**config.mk**
```make
export PLATFORM = sky130hd
export DESIGN_NAME = speed_peak_accel_monitor_unit
export DESIGN_NICKNAME = d
export VERILOG_FILES = /design/src/hw/rtl/spkacc_pkg.sv /design/src/hw/rtl/spkacc_div.sv /design/src/hw/rtl/speed_peak_accel_monitor_unit.sv
export SDC_FILE = /design/constraint.sdc
export NUM_CORES = 2
export LEC_CHECK = 0
export BUFFER_PORTS_ARGS = -buffer_cell sky130_fd_sc_hd__buf_2
export CAP_MARGIN = 10
export CORE_MARGIN = 5
export CORE_UTILIZATION = 30
export CTS_CLUSTER_DIAMETER = 120
export DETAILED_ROUTE_END_ITERATION = 10
export GPL_TIMING_DRIVEN = 0
export PLACE_DENSITY = 0.51
export SYNTH_ARGS = -nofsm -noshare
export SYNTH_HDL_FRONTEND = slang
export SYNTH_SLANG_ARGS = --single-unit
```
**constraint.sdc**
```tcl
create_clock -name clk -period 13.9 [get_ports clk]
set_clock_uncertainty 0.2 [all_clocks]
set_input_delay 2.085 -clock clk [delete_from_list [all_inputs] [get_ports clk]]
set_output_delay 2.085 -clock clk [all_outputs]
set_load 0.03 [all_outputs]
```
**src/hw/rtl/spkacc_pkg.sv**
```systemverilog
`timescale 1ns / 1ps

package spkacc_pkg;

  // Field widths
  localparam int unsigned TimeW    = 32;
  localparam int unsigned SpeedW   = 32;
  localparam int unsigned MagW     = 31;
  localparam int unsigned DenW     = 32;
  // 1000 * |speed delta| stays below 2^42
  localparam int unsigned QuoW     = 42;
  // Two quotient bits per divider step
  localparam int unsigned DivSteps = QuoW / 2;
  localparam int unsigned DivCntW  = $clog2(DivSteps + 1);

  localparam logic [9:0]      MsPerSec = 10'd1000;
  localparam logic [MagW-1:0] Max31    = '1;

  // Configuration port
  localparam int unsigned CfgIdxW  = 2;
  localparam int unsigned CfgDataW = 20;

  localparam logic [9:0]  IntervalReset = 10'd10;
  localparam logic [15:0] MarginReset   = 16'd66;
  localparam logic [15:0] StillReset    = 16'd7;
  localparam logic [19:0] StepReset     = 20'd655;

  typedef enum logic [CfgIdxW-1:0] {
    CFG_INTERVAL    = 2'd0,
    CFG_MARGIN      = 2'd1,
    CFG_STILL_LEVEL = 2'd2,
    CFG_PEAK_STEP   = 2'd3
  } cfg_reg_t;

  typedef enum logic [3:0] {
    ST_IDLE,
    ST_CHECK,
    ST_PEAK,
    ST_RUN,
    ST_ACC,
    ST_DIV_ACC,
    ST_BEST,
    ST_DIV_INST,
    ST_SEND
  } state_t;

  typedef struct packed {
    logic                     req_type;
    logic [TimeW-1:0]         time_ms;
    logic signed [SpeedW-1:0] speed_sample;
  } in_item_t;

  typedef struct packed {
    logic signed [SpeedW-1:0] speed_now;
    logic [MagW-1:0]          peak_speed;
    logic [MagW-1:0]          best_accel_to_peak;
    logic [TimeW-1:0]         time_to_peak_ms;
    logic signed [SpeedW-1:0] accel_now;
  } out_item_t;

  typedef struct packed {
    logic busy;
    logic done;
  } div_stat_t;

  typedef struct packed {
    logic [DenW-1:0] rem;
    logic [QuoW-1:0] quo;
  } div_work_t;

  // One restoring step: shift in the next dividend bit, subtract if it fits
  function automatic div_work_t div_step(div_work_t cur, logic [DenW-1:0] dsr);
    logic [DenW:0] trial;
    div_work_t     res;
    trial   = {cur.rem, cur.quo[QuoW-1]};
    res.quo = {cur.quo[QuoW-2:0], 1'b0};
    if (trial >= {1'b0, dsr}) begin
      res.rem    = DenW'(trial - {1'b0, dsr});
      res.quo[0] = 1'b1;
    end else begin
      res.rem = trial[DenW-1:0];
    end
    return res;
  endfunction

endpackage

```
**src/hw/rtl/spkacc_div.sv**
```systemverilog
`timescale 1ns / 1ps

module spkacc_div (
  input  logic                             clk,
  input  logic                             rst_n,
  input  logic                             start,
  input  logic [spkacc_pkg::QuoW-1:0]      dividend,
  input  logic [spkacc_pkg::DenW-1:0]      divisor,
  output logic [spkacc_pkg::QuoW-1:0]      quotient,
  output spkacc_pkg::div_stat_t            stat
);

  logic [spkacc_pkg::DivCntW-1:0] cnt_r;
  logic                           done_r;
  spkacc_pkg::div_work_t          work_r;
  spkacc_pkg::div_work_t          half;
  spkacc_pkg::div_work_t          work_nxt;
  logic [spkacc_pkg::DenW-1:0]    dsr_r;

  // Two dependent steps per cycle
  always_comb begin
    half     = spkacc_pkg::div_step(work_r, dsr_r);
    work_nxt = spkacc_pkg::div_step(half, dsr_r);
  end

  always_ff @(posedge clk) begin
    if (!rst_n) begin
      cnt_r  <= '0;
      done_r <= 1'b0;
    end else begin
      done_r <= 1'b0;
      if (start) begin
        cnt_r <= spkacc_pkg::DivCntW'(spkacc_pkg::DivSteps);
      end else if (cnt_r != '0) begin
        cnt_r <= cnt_r - spkacc_pkg::DivCntW'(1);
        if (cnt_r == spkacc_pkg::DivCntW'(1)) begin
          done_r <= 1'b1;
        end
      end
    end
  end

  always_ff @(posedge clk) begin
    if (start) begin
      work_r.rem <= '0;
      work_r.quo <= dividend;
      dsr_r      <= divisor;
    end else if (cnt_r != '0) begin
      work_r <= work_nxt;
    end
  end

  assign quotient  = work_r.quo;
  assign stat.busy = (cnt_r != '0);
  assign stat.done = done_r;

endmodule

```
**src/hw/rtl/speed_peak_accel_monitor_unit.sv**
```systemverilog
`timescale 1ns / 1ps

// Channel  Direction  Handshake              Payload
// in_      input      in_valid / in_stall    in_item   (spkacc_pkg::in_item_t)
// out_     output     out_valid / out_stall  out_item  (spkacc_pkg::out_item_t)
// cfg_     input      cfg_valid / cfg_ready  cfg_index, cfg_data
//
// A clear item is done in ST_IDLE, a sample dropped by the interval check in ST_CHECK;
// an accepted sample then runs ST_PEAK, ST_RUN, ST_ACC, the run-time division when at
// peak with nonzero run time, and the elapsed-time division, both on the shared divider.
// Reset is synchronous, active low; config registers return to their defaults. in_stall
// stays high from a sample's acceptance until it is dropped or its result sits in the
// output register, which holds it while out_stall is high. cfg_ready is always high.

module speed_peak_accel_monitor_unit (
  input  logic                                clk,
  input  logic                                rst_n,
  input  logic                                in_valid,
  output logic                                in_stall,
  input  spkacc_pkg::in_item_t                in_item,
  output logic                                out_valid,
  input  logic                                out_stall,
  output spkacc_pkg::out_item_t               out_item,
  input  logic                                cfg_valid,
  output logic                                cfg_ready,
  input  logic [spkacc_pkg::CfgIdxW-1:0]      cfg_index,
  input  logic [spkacc_pkg::CfgDataW-1:0]     cfg_data
);

  spkacc_pkg::state_t state_r, state_nxt;

  // Configuration
  logic [9:0]  interval_r;
  logic [15:0] margin_r;
  logic [15:0] level_r;
  logic [19:0] step_r;

  // Records that survive between items
  logic [spkacc_pkg::MagW-1:0]  peak_r;
  logic [spkacc_pkg::MagW-1:0]  best_acc_r;
  logic [spkacc_pkg::MagW-1:0]  best_at_r;
  logic [spkacc_pkg::TimeW-1:0] ttp_r;
  logic [spkacc_pkg::TimeW-1:0] still_r;
  logic [spkacc_pkg::TimeW-1:0] last_t_r;
  logic [spkacc_pkg::SpeedW-1:0] last_s_r;

  // Working copy of the current item
  logic [spkacc_pkg::TimeW-1:0]  t_r;
  logic [spkacc_pkg::SpeedW-1:0] s_r;
  logic [spkacc_pkg::MagW-1:0]   mag_r;
  logic [spkacc_pkg::TimeW-1:0]  elapsed_r;
  logic                          dneg_r;
  logic [spkacc_pkg::DenW-1:0]   dmag_r;
  logic                          at_peak_r;
  logic [spkacc_pkg::TimeW-1:0]  run_r;
  logic [spkacc_pkg::MagW-1:0]   acc_r;
  logic [spkacc_pkg::SpeedW-1:0] inst_r;

  logic                  out_valid_r;
  spkacc_pkg::out_item_t out_r;

  // Shared divider
  logic                           div_start;
  logic [spkacc_pkg::QuoW-1:0]    div_dividend;
  logic [spkacc_pkg::DenW-1:0]    div_divisor;
  logic [spkacc_pkg::QuoW-1:0]    div_quo;
  spkacc_pkg::div_stat_t          div_stat;

  logic in_fire;
  logic send_fire;

  // Datapath terms
  logic [spkacc_pkg::TimeW-1:0] elapsed;
  logic                         interval_ok;
  logic [32:0]                  s_ext;
  logic [32:0]                  s_abs;
  logic [spkacc_pkg::MagW-1:0]  mag;
  logic [32:0]                  dlt;
  logic [32:0]                  dlt_abs;
  logic [31:0]                  peak_lim;
  logic [32:0]                  pdiff;
  logic [32:0]                  pdiff_abs;
  logic [31:0]                  step_lim;
  logic                         fresh_best;
  logic [spkacc_pkg::MagW-1:0]  acc_sat;
  logic [spkacc_pkg::SpeedW-1:0] inst_sat;

  assign in_stall  = (state_r != spkacc_pkg::ST_IDLE);
  assign in_fire   = in_valid && !in_stall;
  assign cfg_ready = 1'b1;
  assign out_valid = out_valid_r;
  assign out_item  = out_r;

  always_comb begin
    elapsed     = t_r - last_t_r;
    interval_ok = (elapsed > {22'd0, interval_r});

    // Magnitude, with the most negative speed pinned to 2^31-1
    s_ext = {s_r[31], s_r};
    s_abs = s_ext[32] ? 33'(33'd0 - s_ext) : s_ext;
    mag   = s_abs[31] ? spkacc_pkg::Max31 : s_abs[30:0];

    // Speed change since the last accepted sample, sign and magnitude
    dlt     = s_ext - {last_s_r[31], last_s_r};
    dlt_abs = dlt[32] ? 33'(33'd0 - dlt) : dlt;

    peak_lim = {1'b0, peak_r} + {16'd0, margin_r};

    // Distance of the signed speed from the freshly updated peak
    pdiff     = s_ext - {2'b00, peak_r};
    pdiff_abs = pdiff[32] ? 33'(33'd0 - pdiff) : pdiff;

    step_lim   = {1'b0, best_at_r} + {12'd0, step_r};
    fresh_best = ({1'b0, mag_r} > step_lim);

    acc_sat = (div_quo > {11'd0, spkacc_pkg::Max31}) ? spkacc_pkg::Max31
                                                      : div_quo[30:0];

    // Truncate toward zero on magnitudes, then saturate to the signed range
    if (dneg_r) begin
      if (div_quo > {10'd0, 32'h8000_0000}) begin
        inst_sat = 32'h8000_0000;
      end else begin
        inst_sat = 32'(32'd0 - div_quo[31:0]);
      end
    end else begin
      if (div_quo > {10'd0, 32'h7FFF_FFFF}) begin
        inst_sat = 32'h7FFF_FFFF;
      end else begin
        inst_sat = div_quo[31:0];
      end
    end
  end

  // Sequencer: next state and divider control
  always_comb begin
    state_nxt    = state_r;
    div_start    = 1'b0;
    div_dividend = 42'(dmag_r) * 42'(spkacc_pkg::MsPerSec);
    div_divisor  = elapsed_r;
    send_fire    = 1'b0;
    unique case (state_r)
      spkacc_pkg::ST_IDLE: begin
        if (in_fire && !in_item.req_type) begin
          state_nxt = spkacc_pkg::ST_CHECK;
        end
      end
      spkacc_pkg::ST_CHECK: begin
        state_nxt = interval_ok ? spkacc_pkg::ST_PEAK : spkacc_pkg::ST_IDLE;
      end
      spkacc_pkg::ST_PEAK: begin
        state_nxt = spkacc_pkg::ST_RUN;
      end
      spkacc_pkg::ST_RUN: begin
        state_nxt = spkacc_pkg::ST_ACC;
      end
      spkacc_pkg::ST_ACC: begin
        if (!at_peak_r) begin
          // Skip the run division, go straight to the instantaneous one
          div_start = 1'b1;
          state_nxt = spkacc_pkg::ST_DIV_INST;
        end else if (run_r == '0) begin
          state_nxt = spkacc_pkg::ST_BEST;
        end else begin
          div_start    = 1'b1;
          div_dividend = 42'(mag_r) * 42'(spkacc_pkg::MsPerSec);
          div_divisor  = run_r;
          state_nxt    = spkacc_pkg::ST_DIV_ACC;
        end
      end
      spkacc_pkg::ST_DIV_ACC: begin
        if (div_stat.done) begin
          state_nxt = spkacc_pkg::ST_BEST;
        end
      end
      spkacc_pkg::ST_BEST: begin
        div_start = 1'b1;
        state_nxt = spkacc_pkg::ST_DIV_INST;
      end
      spkacc_pkg::ST_DIV_INST: begin
        if (div_stat.done) begin
          state_nxt = spkacc_pkg::ST_SEND;
        end
      end
      spkacc_pkg::ST_SEND: begin
        // Hold until the output register is free or being drained
        if (!out_valid_r || !out_stall) begin
          send_fire = 1'b1;
          state_nxt = spkacc_pkg::ST_IDLE;
        end
      end
      default: begin
        state_nxt = spkacc_pkg::ST_IDLE;
      end
    endcase
  end

  always_ff @(posedge clk) begin
    if (!rst_n) begin
      state_r <= spkacc_pkg::ST_IDLE;
    end else begin
      state_r <= state_nxt;
    end
  end

  // Configuration writes
  always_ff @(posedge clk) begin
    if (!rst_n) begin
      interval_r <= spkacc_pkg::IntervalReset;
      margin_r   <= spkacc_pkg::MarginReset;
      level_r    <= spkacc_pkg::StillReset;
      step_r     <= spkacc_pkg::StepReset;
    end else if (cfg_valid && cfg_ready) begin
      unique case (spkacc_pkg::cfg_reg_t'(cfg_index))
        spkacc_pkg::CFG_INTERVAL:    interval_r <= cfg_data[9:0];
        spkacc_pkg::CFG_MARGIN:      margin_r   <= cfg_data[15:0];
        spkacc_pkg::CFG_STILL_LEVEL: level_r    <= cfg_data[15:0];
        spkacc_pkg::CFG_PEAK_STEP:   step_r     <= cfg_data[19:0];
        default: ;
      endcase
    end
  end

  // Records and output valid
  always_ff @(posedge clk) begin
    if (!rst_n) begin
      peak_r      <= '0;
      best_acc_r  <= '0;
      best_at_r   <= '0;
      ttp_r       <= '0;
      still_r     <= '0;
      last_t_r    <= '0;
      last_s_r    <= '0;
      out_valid_r <= 1'b0;
    end else begin
      // Drop the record on a clear item
      if (in_fire && in_item.req_type) begin
        peak_r     <= '0;
        best_acc_r <= '0;
        best_at_r  <= '0;
        ttp_r      <= '0;
      end

      if (state_r == spkacc_pkg::ST_PEAK) begin
        if ({1'b0, mag_r} > peak_lim) begin
          peak_r <= mag_r;
        end
        if (mag_r < {15'd0, level_r}) begin
          still_r <= t_r;
        end
      end

      if (state_r == spkacc_pkg::ST_BEST) begin
        if (fresh_best) begin
          // Enough gain over the best-at speed: restart the record
          best_acc_r <= acc_r;
          ttp_r      <= run_r;
          best_at_r  <= mag_r;
        end else if (acc_r > best_acc_r) begin
          best_acc_r <= acc_r;
          ttp_r      <= run_r;
        end
      end

      if (send_fire) begin
        last_t_r    <= t_r;
        last_s_r    <= s_r;
        out_valid_r <= 1'b1;
      end else if (!out_stall) begin
        out_valid_r <= 1'b0;
      end
    end
  end

  // Working registers and result payload
  always_ff @(posedge clk) begin
    if (in_fire) begin
      t_r <= in_item.time_ms;
      s_r <= in_item.speed_sample;
    end

    if (state_r == spkacc_pkg::ST_CHECK) begin
      mag_r     <= mag;
      elapsed_r <= elapsed;
      dneg_r    <= dlt[32];
      dmag_r    <= dlt_abs[31:0];
    end

    if (state_r == spkacc_pkg::ST_RUN) begin
      at_peak_r <= (pdiff_abs < {17'd0, margin_r});
      run_r     <= t_r - still_r;
    end

    // Zero elapsed run: any motion counts as the largest acceleration
    if (state_r == spkacc_pkg::ST_ACC) begin
      acc_r <= (mag_r == '0) ? '0 : spkacc_pkg::Max31;
    end

    if (state_r == spkacc_pkg::ST_DIV_ACC && div_stat.done) begin
      acc_r <= acc_sat;
    end

    if (state_r == spkacc_pkg::ST_DIV_INST && div_stat.done) begin
      inst_r <= inst_sat;
    end

    if (send_fire) begin
      out_r.speed_now          <= s_r;
      out_r.peak_speed         <= peak_r;
      out_r.best_accel_to_peak <= best_acc_r;
      out_r.time_to_peak_ms    <= ttp_r;
      out_r.accel_now          <= inst_r;
    end
  end

  spkacc_div u_div (
    .clk      (clk),
    .rst_n    (rst_n),
    .start    (div_start),
    .dividend (div_dividend),
    .divisor  (div_divisor),
    .quotient (div_quo),
    .stat     (div_stat)
  );

`ifndef SYNTH
  a_div_idle_on_start: assert property (@(posedge clk) disable iff (!rst_n)
    div_start |-> !div_stat.busy)
    else $error("divider started while busy");

  a_done_in_div_state: assert property (@(posedge clk) disable iff (!rst_n)
    div_stat.done |-> (state_r == spkacc_pkg::ST_DIV_ACC ||
                       state_r == spkacc_pkg::ST_DIV_INST))
    else $error("divider finished outside a wait state");

  a_clear_records: assert property (@(posedge clk) disable iff (!rst_n)
    in_fire && in_item.req_type |=> peak_r == '0 && best_acc_r == '0 &&
                                    best_at_r == '0 && ttp_r == '0)
    else $error("clear item left records set");

  a_send_waits: assert property (@(posedge clk) disable iff (!rst_n)
    state_r == spkacc_pkg::ST_SEND && out_valid_r && out_stall
      |=> state_r == spkacc_pkg::ST_SEND)
    else $error("result overwrote a stalled output");

  a_rise_from_send: assert property (@(posedge clk) disable iff (!rst_n)
    $rose(out_valid_r) |-> $past(state_r == spkacc_pkg::ST_SEND))
    else $error("output valid without a finished item");
`endif

endmodule

```
**Yosys cells after proc, flatten, opt, wreduce, memory -nomap -nowiden**

Index checks and enable logic that the tools add are counted.
Widths: inputs -> output; s select.

- Register bits after elaboration: 814
- Input bits: 92
- Output and inout port bits: 161
- Word-level logic and storage cells: 158

- $add $sub $neg: 13
- $mul: 2
- $lt $le $gt $ge: 10
- Eq/ne operators: 17
- Multiplexer cells: 54
- Bitwise operators: 2
- Reduce and logical (&&, ||, !) cells: 26

Operators by type and width:

| cell | number |
|---|---|
| $mux 32 | 14 |
| $mux 31 | 14 |
| $mux 42 | 5 |
| $sub 32x32->32 | 4 |
| $sub 1x32->32 const A | 3 |
| $ge 33x32->1 | 2 |
| $sub 32x32->33 | 2 |
| $gt 31x32->1 | 2 |
| $gt 42x31->1 const B | 1 |
| $gt 42x32->1 const B | 1 |
| $mul 32x7->39 const B | 1 |
| $mul 31x7->38 const B | 1 |
| $pmux 4 s9 | 1 |
| $lt 33x16->1 | 1 |
| $mux 33 | 1 |
| $sub 1x33->33 const A | 1 |
| $add 31x16->32 | 1 |
| $add 31x20->32 | 1 |
| $gt 32x10->1 | 1 |
| $logic_not 32->1 | 1 |
| $gt 31x31->1 | 1 |
| $logic_not 31->1 | 1 |
| $lt 31x16->1 | 1 |
| $eq 4x3->1 const B | 4 |
| other kinds (27) | 59 |

**Longest topological paths before layout**

- Depth after elaboration: 8
- Gate-level depth with buffers: 30

**By module**

A second synthesis with hierarchy kept.

- Cells, all modules: 6181
- Area total of the unflattened synthesis: 58783.9 um^2

Modules (own cells, without submodules):

| module | instances | cells each | area an instance (um^2) | seq. area each (um^2) |
|---|---|---|---|---|
| speed_peak_accel_monitor_unit | 1 | 5266 | 50274.5 | 18197.5 |
| spkacc_div | 1 | 915 | 8509.4 | 2982.9 |

**Worst setup path after synthesis**

Ideal clock, no wire load.

- Kind: reg-to-reg
- Start point: register state_r[0]
- End point: register state_r[1]
- Library setup time: 104 ps
- Arrival time: 8266 ps
- Data required time: 13596 ps
- Setup slack: 5330 ps
- Cell stages (with the launch flop): 6
- Buffers on the path: 1
- Path through: dfxtp_1 clkbuf_1 nand2b_1 nor3_1 o21ai_0 a41oi_1

- Cells in the longest elaborated chain, start to end: 6
- Elaborated cells on any way between the ends: 19
- Classes of those cells: eq/ne: 12; mux: 1; reduce/logical: 6

RTL lines:

| item | line | RTL |
|---|---|---|
| from (decl) | speed_peak_accel_monitor_unit.sv:30 | `spkacc_pkg::state_t state_r, state_nxt;` |
| from (signal assigned) | speed_peak_accel_monitor_unit.sv:200 | `state_r <= spkacc_pkg::ST_IDLE;` |
| from (signal assigned) | speed_peak_accel_monitor_unit.sv:202 | `state_r <= state_nxt;` |
| $reduce_bool 4->1 | speed_peak_accel_monitor_unit.sv:88 | `assign in_stall = (state_r != spkacc_pkg::ST_IDLE);` |
| $logic_not 1->1 | speed_peak_accel_monitor_unit.sv:89 | `assign in_fire = in_valid && !in_stall;` |
| $logic_and 1x1->1 | speed_peak_accel_monitor_unit.sv:89 |  |
| $logic_and 1x1->1 | speed_peak_accel_monitor_unit.sv:144 | `if (in_fire && !in_item.req_type) begin` |
| $ne 2x2->1 (no source line) | - |  |
| $reduce_and 4->1 (no source line) | - |  |

Several ways; a longest one is shown, not always the timed one.
A chain may end at the register's enable or synchronous reset.

**Worst setup path after layout**

- Start point: register u_div.dsr_r[1] in the netlist's numbering
- End point: register u_div.work_r[70] in the netlist's numbering

- Cells in the longest elaborated chain, start to end: 4
- Elaborated cells on any way between the ends: 6
- Classes of those cells: add/sub: 2; order compare: 2; mux: 2

RTL lines:

| item | line | RTL |
|---|---|---|
| from (decl) | spkacc_div.sv:18 | `logic [spkacc_pkg::DenW-1:0] dsr_r;` |
| from (signal assigned) | spkacc_div.sv:47 | `dsr_r <= divisor;` |
| $sub 32x32->32 or $ge 33x32->1 (tied branches) | spkacc_pkg.sv:78, spkacc_pkg.sv:77 |  |
| $mux 32 | spkacc_pkg.sv:77 | `if (trial >= {1'b0, dsr}) begin` |
| $sub 32x32->32 or $ge 33x32->1 (tied branches) | spkacc_pkg.sv:78, spkacc_pkg.sv:77 |  |
| $mux 32 (*) | spkacc_pkg.sv:77 |  |
| to (signal assigned) | spkacc_div.sv:49 | `work_r <= work_nxt;` |
| to (decl) | spkacc_div.sv:15 | `spkacc_pkg::div_work_t work_r;` |

Every way passes the cells marked *; elsewhere a longest branch is shown, timed or not.

==> impl_results.md <==
* Placed Cells at 8864
* Flop-to-flop setup slack at 3950 ps
* Area growth, synth to finish at 14.3%
* Slowest CP cell: o41ai_1
* Top cells by area, synth: edfxtp_1 (26%), ha_1 (12%), dfxtp_1 (11%)
* Initial Util at 0.302
* #FFs+latches synth at slightly above 800
* Clk sinks at 814
* # H-tree levels at 3
* Top-area cell type share of the netlist area at 0.255
* Period utilisation layout at 0.716
* Clock tree buffer depth at 3
* Row count at 160
* Min-delay worst type: flop to flop
* Compound-Gate Fraction of Synth Area at 0.161
* Die X at 448 um
* CP required at 14290 ps
* Pwr/cell area at 219 nW/um^2
* Post-cts sizing count at 0
* CTS root buffer: clkbuf_16
* # Max-Cap Violations at 0
* I/O pin cnt at approximately 250
* First-pass GRT wire length at roughly 270 mm
* Finish-stage setup viols at 0
* Initial antenna violation count at 27
* Share of cells above drive strength 1 at 0.0746
* Post-synthesis mux area share at 0.0152
* Setup Crit Path Kind: flop to flop
* Most frequent cell after synthesis: nand2_1
* Vias in the first global route at approximately 44k
* WP data arrival at 10340 ps
* Layout fillers at between 15k and 20k
* Grt total ovfl at 0
* Die area at 200000 sq um
* Hold-fix buffers, CTS at 0
* GRT Total Usage at 0.178
* Adder-Cell Fraction of Synth Area at 0.205
* Part of the Yosys area used for sequential elements at 0.369
* Final nets at 7342
* Fmax at 0.101 GHz
* Routed WL per cell at 19.9 um
* Ys async rst share at 0
* Clock Latency Late Sink at 740 ps
* Unique masters post-synth at 89
* Gpl congestion at 0.909
* Type of origin of the critical path: flop
* Port-buffer cells at 250
* Post-synthesis area per instance at 9.45 sq um
* Dpl hpwl at around 140 mm
* Num CTS Buffers at 98
* Synthesized area at roughly 57000 sq um
* CTS tree: built
* Core footprint at 190000 sq um
* WL final at 181 mm
* Number of detailed-route iterations in the first pass at 6
* Post-Syn Nets at approximately 7k
* Detail Route Antenna Nets at 0
* Largest family of logic cells by synthesized area: adder cells
* Fin cells at 9059
* First DRT Iteration DRCs at 3373
* Biggest area consumer among synthesized cells: edfxtp_1
* Final WS setup at 3950 ps
* Leakage Power at between 20 and 30 nW
* Via/cell ratio at between 4 and 5
* CP Max Fanout at 10
* Headroom to the max-slew limit at 0.148
* Post-CTS setup buffer count at 0
* Status: finished, final reports clean
* Via count at 45.2k
* Die Span Y at 448 um
* RSZ-0062 raised after global routing: no
* Final hold violations at 0
* Pin count of the biggest net entering global routing at 63
* Post-Synth Simple-Gate Area at 0.140
* Dpl ws at 4320 ps
* VDD IR-drop max at 0.000197 V
* Post-synth EDFFs at 488
* Final min period at 9950 ps
* Endpoint class of the critical path: flop
* Worst-Margin Slew at 1280 ps
* Top_reg_cell synth: edfxtp_1
* Synth cell count leaders: nand2_1 (817), inv_1 (648), ha_1 (556)
* Yosys warnings at 0
* Clock-pin slew on the worst setup and hold paths at 60 ps
* DR DRC count at 0
* Final number of max-transition violations at 0
* Largest stage delay, worst path at 730 ps
* Mapped Cells at 6080
* Post-Synth XOR/XNOR Area at 0.0535
## area by class of cell
| type | instances | area [sq um] | area share |
|---|---|---|---|
| multi-input cells | 4411 | 33100 | 0.504 |
| flip-flops and latches | 814 | 21200 | 0.323 |
| well taps | 2511 | 3140 | 0.0479 |
| clock buffers | 122 | 2600 | 0.0396 |
| inverters | 649 | 2440 | 0.0371 |
| repair buffers | 274 | 1650 | 0.0252 |
| plain buffers | 206 | 797 | 0.0121 |
| clock inverters | 64 | 747 | 0.0114 |
| diodes | 8 | 20.0 | 0.000305 |
## path summary, 6_finish.rpt
check / from / to / depth (start not counted)
max: u_div.dsr_r[1]$_DFFE_PP_ / u_div.work_r[70]$_SDFFE_PP0P_ / 25
min reg2reg: inst_r[10]$_DFFE_PP_ / out_item[10]$_DFFE_PP_ / 0
max reg2reg: u_div.dsr_r[1]$_DFFE_PP_ / u_div.work_r[70]$_SDFFE_PP0P_ / 25
min: inst_r[10]$_DFFE_PP_ / out_item[10]$_DFFE_PP_ / 0
## power by group
part | total, mW | switching [mW] | internal (mW) | leakage (nW)
Combinational | 8.48 | 4.99 | 3.49 | 17.6
Sequential | 3.20 | 0.353 | 2.84 | 6.91
Clock | 2.67 | 1.14 | 1.53 | 1.63
Total | 14.4 | 6.48 | 7.87 | 26.1
## registers in the layout, summed over array words and instances, names as in the netlist, 5 cells and up
signal and cells:
acc_r 31, ttp_r 32, last_s_r 32, elapsed_r 32
u_div.work_r 32, peak_r 31, interval_r 10, level_r 16
mag_r 31, u_div.cnt_r 5, last_t_r 32, run_r 32
u_div.dsr_r 32, s_r 32, u_div.quotient 42, best_acc_r 31
still_r 32, step_r 20, best_at_r 31, out_item 158
t_r 32, margin_r 16, inst_r 32, dmag_r 32
## stage by stage
stage | hold slack [ps] | util | power, mW | setup TNS, ps | cell area (sq um)
finish | 216 | 0.345 | 14.4 | 0 | 65600
global placement | 206 | 0.325 | 11.6 | -744 | 61800
CTS | 215 | 0.345 | 14.4 | 0 | 65600
global route | 224 | 0.345 | 15.6 | 0 | 65600
floorplan | 200 | - | 9.49 | 0 | 57400
detailed placement | 205 | 0.327 | 11.6 | 0 | 62300
## worst max-delay path: cells and delay by family, from the launching register on
| kind | cells | cell delay [ps] |
|---|---|---|
| AO/OA/AOI/OAI | 17 | 5920 |
| buffers and inverters | 4 | 2020 |
| adder cells (fa/ha/maj) | 2 | 720 |
| flip-flops | 1 | 420 |
| multiplexers | 1 | 350 |
| AND/OR/NAND/NOR | 1 | 130 |
## metal layers
layer  GRT usage  vias up  share of wire
met5           0        -              0
met4      0.0525        0          0.028
met3      0.0227      234          0.050
met2       0.292     1113           0.46
met1       0.246    21800           0.46
li1            -    22100              -
## cells by family (layout without fill, tap and decap cells)
logic type / after synthesis / count (layout)
muxes: 86 / 86
adders and majority gates: 796 / 796
other: 1 / 9
AOI/OAI and AO/OA: 1423 / 1423
and+or+nand+nor: 1754 / 1754
buffers and inverters: 855 / 1315
DFF: 814 / 814
xor gates and xnor gates: 351 / 351
## cell usage in the layout, fill, tap and decap left out, types with 19 or more instances in the layout
| cell | synthesis | final |
|---|---|---|
| buf_2 | 2 | 253 |
| nor2b_1 | 70 | 70 |
| inv_1 | 648 | 647 |
| edfxtp_1 | 488 | 488 |
| and3_1 | 33 | 32 |
| ha_1 | 556 | 556 |
| nand2_1 | 817 | 817 |
| fa_1 | 240 | 240 |
| nand4_1 | 54 | 54 |
| nor3_1 | 95 | 93 |
| o21a_1 | 56 | 56 |
| dfxtp_1 | 326 | 326 |
| or3_1 | 55 | 55 |
| a21oi_1 | 339 | 339 |
| nor2_1 | 283 | 281 |
| clkinv_2 | 1 | 19 |
| a31oi_1 | 45 | 45 |
| clkbuf_16 | 0 | 98 |
| a211oi_1 | 30 | 30 |
| o21ai_0 | 325 | 325 |
| o21bai_1 | 40 | 40 |
| a21o_1 | 138 | 138 |
| a21boi_0 | 150 | 150 |
| xnor2_1 | 212 | 212 |
| nand2b_1 | 64 | 64 |
| nor4_1 | 35 | 34 |
| xor2_1 | 139 | 139 |
| o211ai_1 | 31 | 31 |
| o31ai_1 | 63 | 62 |
| clkbuf_1 | 184 | 200 |
| nand3_1 | 147 | 147 |
| and2_1 | 20 | 20 |
| mux2i_1 | 78 | 78 |
| o311ai_1 | 28 | 28 |
| a22o_1 | 32 | 32 |
(Power assumes the default switching activity.)
